`config.mk`:
```
export PLATFORM = sky130hd
export DESIGN_NAME = mpa_raster
export DESIGN_NICKNAME = d
export VERILOG_FILES = /design/src/design/mpa_pkg.sv /design/src/design/mpa_raster.sv
export SDC_FILE = /design/constraint.sdc
export NUM_CORES = 1
export LEC_CHECK = 0
export BUFFER_PORTS_ARGS = -buffer_cell sky130_fd_sc_hd__buf_2
export CAP_MARGIN = 5
export CORE_MARGIN = 1.5
export CORE_UTILIZATION = 30
export CTS_CLUSTER_SIZE = 30
export DETAILED_ROUTE_END_ITERATION = 8
export SYNTH_ARGS = -nofsm -noshare
export SYNTH_HDL_FRONTEND = slang
export SYNTH_SLANG_ARGS = --single-unit
```
`constraint.sdc`:
```
create_clock -name clock -period 2.9 [get_ports clock]
set_input_delay 0.435 -clock clock [delete_from_list [all_inputs] [get_ports clock]]
set_output_delay 0.435 -clock clock [all_outputs]
set_load 0.01 [all_outputs]
```
`src/design/mpa_pkg.sv`:
```
`timescale 1ns / 1ps

package mpa_pkg;

   // Build limits
   localparam int MAX_WIDTH  = 256;
   localparam int MAX_HEIGHT = 256;
   localparam int MAX_DEPTH  = 64;
   localparam int MAX_POOL   = 8;

   // Field and counter widths
   localparam int VALUE_BITS     = 16;
   localparam int INDEX_BITS     = 22;
   localparam int COL_BITS       = $clog2(MAX_WIDTH);
   localparam int ROW_BITS       = $clog2(MAX_HEIGHT);
   localparam int CHAN_BITS      = $clog2(MAX_DEPTH);
   localparam int WIN_BITS       = $clog2(MAX_POOL);
   localparam int DIM_BITS       = 9;
   localparam int DEPTH_BITS     = 7;
   localparam int POOL_BITS      = 4;
   localparam int CSR_DATA_BITS  = 9;
   localparam int CSR_INDEX_BITS = 3;

   typedef enum logic [CSR_INDEX_BITS-1:0] {
      REG_IN_WIDTH    = 3'd0,
      REG_IN_HEIGHT   = 3'd1,
      REG_IN_DEPTH    = 3'd2,
      REG_POOL_WIDTH  = 3'd3,
      REG_POOL_HEIGHT = 3'd4
   } csr_reg_type;

   // Effective (clamped) geometry of the feature map and the window
   typedef struct packed {
      logic [DIM_BITS-1:0]   width;
      logic [DIM_BITS-1:0]   height;
      logic [DEPTH_BITS-1:0] depth;
      logic [POOL_BITS-1:0]  pool_w;
      logic [POOL_BITS-1:0]  pool_h;
   } geometry_type;

   // Per-sample control derived from the raster position
   typedef struct packed {
      logic [COL_BITS-1:0]   out_col;
      logic                  first;
      logic                  emit;
      logic                  last;
      logic [INDEX_BITS-1:0] index;
   } sample_ctl_type;

   // One entry of the partial-maximum row buffer
   typedef struct packed {
      logic signed [VALUE_BITS-1:0] value;
      logic [INDEX_BITS-1:0]        index;
   } entry_type;

   // Zero acts as one; anything above the limit saturates at the limit.
   function automatic logic [DIM_BITS-1:0] clamp_dim(input logic [DIM_BITS-1:0] raw,
                                                     input logic [DIM_BITS-1:0] hi);
      logic [DIM_BITS-1:0] result;
      if (raw == '0) begin
         result = DIM_BITS'(1);
      end else if (raw > hi) begin
         result = hi;
      end else begin
         result = raw;
      end
      return result;
   endfunction

endpackage

```
`src/design/mpa_raster.sv`:
```
`timescale 1ns / 1ps

module mpa_raster (
   input  logic                    clock,
   input  logic                    reset,
   input  mpa_pkg::geometry_type   geom,
   input  logic                    restart,
   input  logic                    step,
   output mpa_pkg::sample_ctl_type ctl
);

   logic [mpa_pkg::COL_BITS-1:0]   col_ff, col_in;
   logic [mpa_pkg::ROW_BITS-1:0]   row_ff, row_in;
   logic [mpa_pkg::CHAN_BITS-1:0]  chan_ff, chan_in;
   logic [mpa_pkg::WIN_BITS-1:0]   cwin_ff, cwin_in;
   logic [mpa_pkg::WIN_BITS-1:0]   rwin_ff, rwin_in;
   logic [mpa_pkg::COL_BITS-1:0]   ocol_ff, ocol_in;
   logic [mpa_pkg::INDEX_BITS-1:0] sample_ff, sample_in;

   logic row_end, col_end, chan_end;
   logic cwin_wrap, rwin_wrap;

   always_comb begin
      row_end   = (mpa_pkg::DIM_BITS'(col_ff) + mpa_pkg::DIM_BITS'(1)) >= geom.width;
      col_end   = (mpa_pkg::DIM_BITS'(row_ff) + mpa_pkg::DIM_BITS'(1)) >= geom.height;
      chan_end  = (mpa_pkg::DEPTH_BITS'(chan_ff) + mpa_pkg::DEPTH_BITS'(1)) >= geom.depth;
      cwin_wrap = (mpa_pkg::POOL_BITS'(cwin_ff) + mpa_pkg::POOL_BITS'(1)) >= geom.pool_w;
      rwin_wrap = (mpa_pkg::POOL_BITS'(rwin_ff) + mpa_pkg::POOL_BITS'(1)) >= geom.pool_h;

      ctl.out_col = ocol_ff;
      ctl.first   = (cwin_ff == '0) && (rwin_ff == '0);
      ctl.emit    = (row_end || cwin_wrap) && (col_end || rwin_wrap);
      ctl.last    = row_end && col_end && chan_end;
      ctl.index   = sample_ff;
   end

   always_comb begin
      col_in    = col_ff;
      row_in    = row_ff;
      chan_in   = chan_ff;
      cwin_in   = cwin_ff;
      rwin_in   = rwin_ff;
      ocol_in   = ocol_ff;
      sample_in = sample_ff;
      if (restart) begin
         col_in    = '0;
         row_in    = '0;
         chan_in   = '0;
         cwin_in   = '0;
         rwin_in   = '0;
         ocol_in   = '0;
         sample_in = '0;
      end else if (step) begin
         sample_in = ctl.last ? '0 : sample_ff + mpa_pkg::INDEX_BITS'(1);
         if (row_end) begin
            col_in  = '0;
            cwin_in = '0;
            ocol_in = '0;
            if (col_end) begin
               row_in  = '0;
               rwin_in = '0;
               chan_in = chan_end ? '0 : chan_ff + mpa_pkg::CHAN_BITS'(1);
            end else begin
               row_in  = row_ff + mpa_pkg::ROW_BITS'(1);
               rwin_in = rwin_wrap ? '0 : rwin_ff + mpa_pkg::WIN_BITS'(1);
            end
         end else begin
            col_in  = col_ff + mpa_pkg::COL_BITS'(1);
            cwin_in = cwin_wrap ? '0 : cwin_ff + mpa_pkg::WIN_BITS'(1);
            ocol_in = cwin_wrap ? ocol_ff + mpa_pkg::COL_BITS'(1) : ocol_ff;
         end
      end
   end

   always_ff @(posedge clock) begin
      if (reset) begin
         col_ff    <= '0;
         row_ff    <= '0;
         chan_ff   <= '0;
         cwin_ff   <= '0;
         rwin_ff   <= '0;
         ocol_ff   <= '0;
         sample_ff <= '0;
      end else begin
         col_ff    <= col_in;
         row_ff    <= row_in;
         chan_ff   <= chan_in;
         cwin_ff   <= cwin_in;
         rwin_ff   <= rwin_in;
         ocol_ff   <= ocol_in;
         sample_ff <= sample_in;
      end
   end

endmodule

```
# Word-level counts from Yosys, hierarchy flattened
# Index checks and enable logic that the tools add are counted.
classes:
  add_sub_neg: 12
  multipliers: 0
  div_mod_pow: 0
  n_lt_le_gt_ge: 5
  eq_ne: 0
  shift: 0
  n_mux: 10
  bitwise: 0
  n_reduce_logical: 13
ops:
  columns: ["op", "n"]
  rows:
  - ["2-to-1 mux 8 bit", 4]
  - ["adder 8 x 1 -> 8 bit, second input constant", 3]
  - ["adder 22 x 1 -> 22 bit, second input constant", 1]
  - ["2-to-1 mux 22 bit", 1]
  - ["adder 8 x 1 -> 9 bit, second input constant", 2]
  - ["greater-or-equal comparator 9 bit", 2]
  - ["2-to-1 mux 3 bit", 4]
  - ["adder 3 x 1 -> 4 bit, second input constant", 2]
  - ["greater-or-equal comparator 4 bit", 2]
  - ["adder 6 x 1 -> 7 bit, second input constant", 1]
  - ["greater-or-equal comparator 7 bit", 1]
  - ["adder 3 x 1 -> 3 bit, second input constant", 2]
  - ["adder 6 x 1 -> 6 bit, second input constant", 1]
  - ["logical NOT 3 bit", 2]
  - ["2-to-1 mux 6 bit", 1]
  - ["logical AND 1 bit", 4]
  - ["AND reduction 2 bit", 2]
  - ["AND reduction 3 bit", 1]
  - ["logical OR 1 bit", 2]
  - ["nonzero test 2 bit", 1]
  - ["OR reduction 2 bit", 1]
totals:
  regBits: 58
  latch_bits: 0
  ram_bits: 0
  mem_bits_ro: 0
  input_bits: 37
  out_inout_bits: 33
  elab_cells: 47
  mem_count: 0

# Logic depth before layout (Yosys ltp)
logic_depth:
  word_depth: 5
  ltp_mapped: 12
  mapped_depth_nobuf: 11

# Worst setup path after synthesis
# Ideal clock, no wire load.
synth_timing:
  path_kind: "reg2reg"
  from: "reg row_ff[0] (netlist bit)"
  to: "reg chan_ff[4] (netlist bit)"
  setup_time_ns: 0.088
  arrival_time_ns: 2.889
  required_ns: 2.812
  slack_ns: -0.077
  stages_incl_launch_ff: 12
  path_buffers: 0
  period_less_slack_ns: 2.977
  cell_sequence: "dfxtp_1 -> ha_1 -> nand3_1 -> or2_2 -> xnor2_1 -> ha_1 -> nand4_1 -> or3_1 -> o211ai_2 -> o211ai_4 -> or4_4 -> o32ai_2"
synth_between:
  elab_chain_cells: 3
synth_lines:
  columns: ["element", "line", "source"]
  rows:
  - ["start, declared", "mpa_raster.sv:13", "logic [mpa_pkg::ROW_BITS-1:0] row_ff, row_in;"]
  - ["start signal, assigned", "mpa_raster.sv:86", "row_ff <= row_in;"]
  - ["adder 8 x 1 -> 9 bit", "mpa_raster.sv:25", "col_end = (mpa_pkg::DIM_BITS'(row_ff) + mpa_pkg::DIM_BITS'(1)) >= geom.height;"]
  - ["greater-or-equal comparator 9 bit", "mpa_raster.sv:25", null]
  - ["AND reduction 3 bit (no line)", null, null]
  - ["end signal, assigned", "mpa_raster.sv:87", "chan_ff <= chan_in;"]
  - ["end, declared", "mpa_raster.sv:14", "logic [mpa_pkg::CHAN_BITS-1:0] chan_ff, chan_in;"]
# Every way passes these cells.
# A chain may end at the register's enable or synchronous reset.

==> results by group <==
Synthesis
  – Synth Area in Simple Gates: about a quarter
  – Syn. warnings: 0
  – Main combinational cell family by area after synthesis: simple AND/OR/NAND/NOR gates
  – Mux cell area share after synthesis: 0%
  – Post-Syn Area per Cell: 8.12 µm²
  – EDFF count, synth: 0
  – Flops & latches, synth: just under 60
  – Mapped Cells: 460
  – Most used DFF post-synth: dfxtp_1
  – Register area share after synthesis: a little under a third
  – Net Count, Synth: around 540
  – Synth Area in Adders: about 14%
  – Synth cell types: 56
  – Post-synth ARST share: 0%
  – Post-synthesis compound-gate area fraction: 15.2%
  – Post-Syn Area: 3740 µm²
  – Synth Area in XOR/XNOR: around 8.9%

Placed design
  – I/O Buffers: slightly below 70
  – Post-DP HPWL: between 7 and 8 mm
  – Gpl congestion: around 0.84

Worst hold path
  – Min-Delay Path Depth: 3
  – Hold path endpoint: sample_ff[1]
  – Worst hold path class: input port to flip-flop
  – Min-delay src: step

Global routing
  – First-pass GRT wire length: ~17 mm
  – Tot GR Track Use: 15.8%
  – Initial antenna violation count: 0
  – Largest net degree at the start of global routing: 31
  – Vias in the first global route: 3516
  – Grt ovf: 0

Power and ir drop
  – Tot Pwr: around 1.9 mW
  – Static Leak: 2.29 nW
  – Combinational share of power: just under 8%
  – Worst vdd ir: 278 µV
  – Clk pwr share: 50.9%
  – Power per cell area: approximately 370 nW/µm²
  – Switch Pwr: between 400 and 500 µW
  – Register share of total power: between 40% and 50%
  – Switching share of power: between 20% and 30%
  – P_int: approximately 1.5 mW

Clock tree
  – # hold bufs at CTS: 0
  – Sink Count: 58
  – Worst-Skew Late Latency: about 330 ps
  – Clock Tree Buf Depth: 2
  – Worst-path clk slew: about 60 ps
  – CTS tree: done
  – Clk root buf: clkbuf_16
  – H-Tree Depth: 3
  – Inserted Clock Buffers: 9

Routing
  – Final wirelength: between 10 and 15 mm
  – Initial DRC Count: 159
  – Antenna Nets Post-Route: 0
  – Vias per cell: 4.94
  – Drt drc: 0
  – Routed length per placed instance: 13.7 µm
  – DRT Pass-1 Iters: 5
  – Vias: between 3000 and 4000

Run status
  – Failing checks: setup timing
  – Status: finished, violations left

STA
  – Final Hold Fails: 0
  – Max-Slew Margin vs Limit: between 50% and 60%
  – Final setup fails: 4
  – Fmax: between 300 and 400 MHz
  – Final worst slack: -169 ps
  – RSZ-0062 raised after global routing: yes
  – Hold WS: 446 ps
  – Clk_skew: between 10 and 15 ps
  – Fin crit share: 106%
  – Final min period: between 3000 and 4000 ps
  – Slew Limit Fails: 0
  – Worst slew pin tran: roughly 710 ps

Critical path
  – Reg2reg start: row_ff[1]
  – Reg2Reg Capture Point: chan_ff[4]
  – Crit path max-delay cell type: or3_4
  – Cell depth of the worst flop-to-flop path: 12
  – WP data arrival: ~2600 ps
  – Worst setup EP type: output port
  – Data required time of the worst path: 2470 ps
  – Crit start category: flip-flop
  – CP Class: flip-flop to output port
  – CP max FO: 3
  – R2r setup slk: -10 ps
  – Critical path origin: row_ff[1]
  – CP max stage delay: between 400 and 500 ps
  – Cells along the critical path: ha_4 -> nand3_2 -> or2_4 -> xnor2_2 -> ha_1 -> nand4_1 -> or3_4 -> o211a_4 -> nor3_4 -> buf_2

Floorplan
  – Die area: approximately 13000 µm²
  – I/O pin cnt: 70
  – Num rows: 40
  – Initial core utilization: a little under a third
  – Chip Width: approximately 110 µm
  – Core area: roughly 12000 µm²
  – Chip height: roughly 110 µm

Final layout
  – Share of layout cells above drive strength 1: approximately a third
  – FF/Latch Area: between 1000 and 1500 µm²
  – Nets: between 600 and 700
  – Layout area overhead: 40.1%
  – Fillers: 1178
  – Multi-input logic area: between 2000 and 3000 µm²
  – Number of diodes: 0

Flow run
  – Max-Cap Viols: 0
registers in the layout, summed over array words and instances, names as in the netlist:
register   cells
ocol_ff        8
chan_ff        6
col_ff         8
sample_ff     22
rwin_ff        3
cwin_ff        3
row_ff         8
through the flow:
stage / worst slack (ps) / utilization (%) / TNS [ps] / cell area, µm² / cells
after CTS: -160 / 40.8 / -566 / 4920 / 736
after floorplan: 16.2 / - / 0 / 3760 / 460
after global routing: -264 / 43.4 / -1180 / 5240 / 750
after global placement: 79.2 / 37.0 / 0 / 4460 / 709
after detailed placement: -38.3 / 37.0 / -44.0 / 4460 / 709
final: -169 / 43.4 / -299 / 5240 / 750
timing repair:
action / in CTS / in global routing
setup endpoints to repair: 3 / 46
cloned: 0 / 3
setup buffers: 11 / 15
resized for setup: 21 / 46
pin swaps: 13 / 22
metal layers:
layer | up-vias | share of wire, % | GRT usage (%)
met5 | - | 0 | 0
met4 | 0 | 0.62 | 5.00
met3 | 2 | 4.2 | 3.18
met2 | 91 | 49 | 26.4
met1 | 1754 | 46 | 20.5
li1 | 1860 | - | -
cells in the mapped netlist (all sizes together), types with 6 or more instances:
master / count / area (µm²)
nand4: 17 / 106
nor2: 40 / 150
inv: 39 / 146
nor3: 10 / 50.1
or2: 6 / 37.5
nand3: 38 / 190
a21oi: 33 / 169
o21ai: 17 / 88.8
nand2: 43 / 161
clkbuf: 11 / 42.5
ha: 42 / 526
xnor2: 15 / 131
dfxtp: 58 / 1160
xor2: 23 / 201
cell type report:
class | instances | share of cell area (%)
clock inverter | 6 | 0.789
sequential | 58 | 22.7
multi-input combinational | 348 | 49.6
timing repair buffer | 121 | 15.5
inverter | 39 | 2.80
clock buffer | 10 | 4.56
tap | 168 | 4.01
worst max-delay path: cells and delay by family (launching register included):
family          cells  cell delay, ps
fa+ha+maj           2             440
xor+xnor            1             130
compound gates      1             170
buf+inv             1             160
flops               1             370
simple gates        5            1030
cells in the final DEF, fill, tap and decap left out, drive strengths merged, types with 3 or more instances in the layout:
cell      instances
nand4            17
o21ai            17
nor3             10
xnor2            15
a21oi            33
nand2b            3
or2               6
o32ai             3
dfxtp            58
clkinvlp          3
clkbuf           12
and4              3
nand3            38
nand2            43
nand4b            3
ha               42
a21o              3
o2bb2ai           4
xor2             23
nor2             40
and3              5
a31oi             4
or3               5
inv              40
buf             119
a211oi            5
or4               3
cell families after synthesis:
family          after synthesis
buf+inv                      54
fa+ha+maj                    42
compound gates               83
simple gates                185
flops                        58
xor+xnor                     38
worst max path at each step:
| stage | end | slack [ps] | depth (start not counted) |
|---|---|---|---|
| floorplan | chan_ff[4] | 20 | 11 |
| global placement | ctl[22] | 80 | 10 |
| detailed placement | ctl[22] | -40 | 10 |
| CTS | ctl[22] | -160 | 10 |
| global route | ctl[22] | -260 | 10 |
| finish | ctl[22] | -170 | 10 |
power groups by stage:
| stage | clock, mW | combinational, mW | sequential, mW |
|---|---|---|---|
| 2_1_floorplan | 0 | 0.0737 | 0.821 |
| 3_3_place_gp | 0 | 0.131 | 0.821 |
| 3_5_place_dp | 0 | 0.133 | 0.821 |
| 4_1_cts | 1.00 | 0.138 | 0.803 |
| 5_1_grt | 1.05 | 0.170 | 0.800 |
| 6_report | 0.987 | 0.153 | 0.800 |
(Power assumes the default switching activity.)
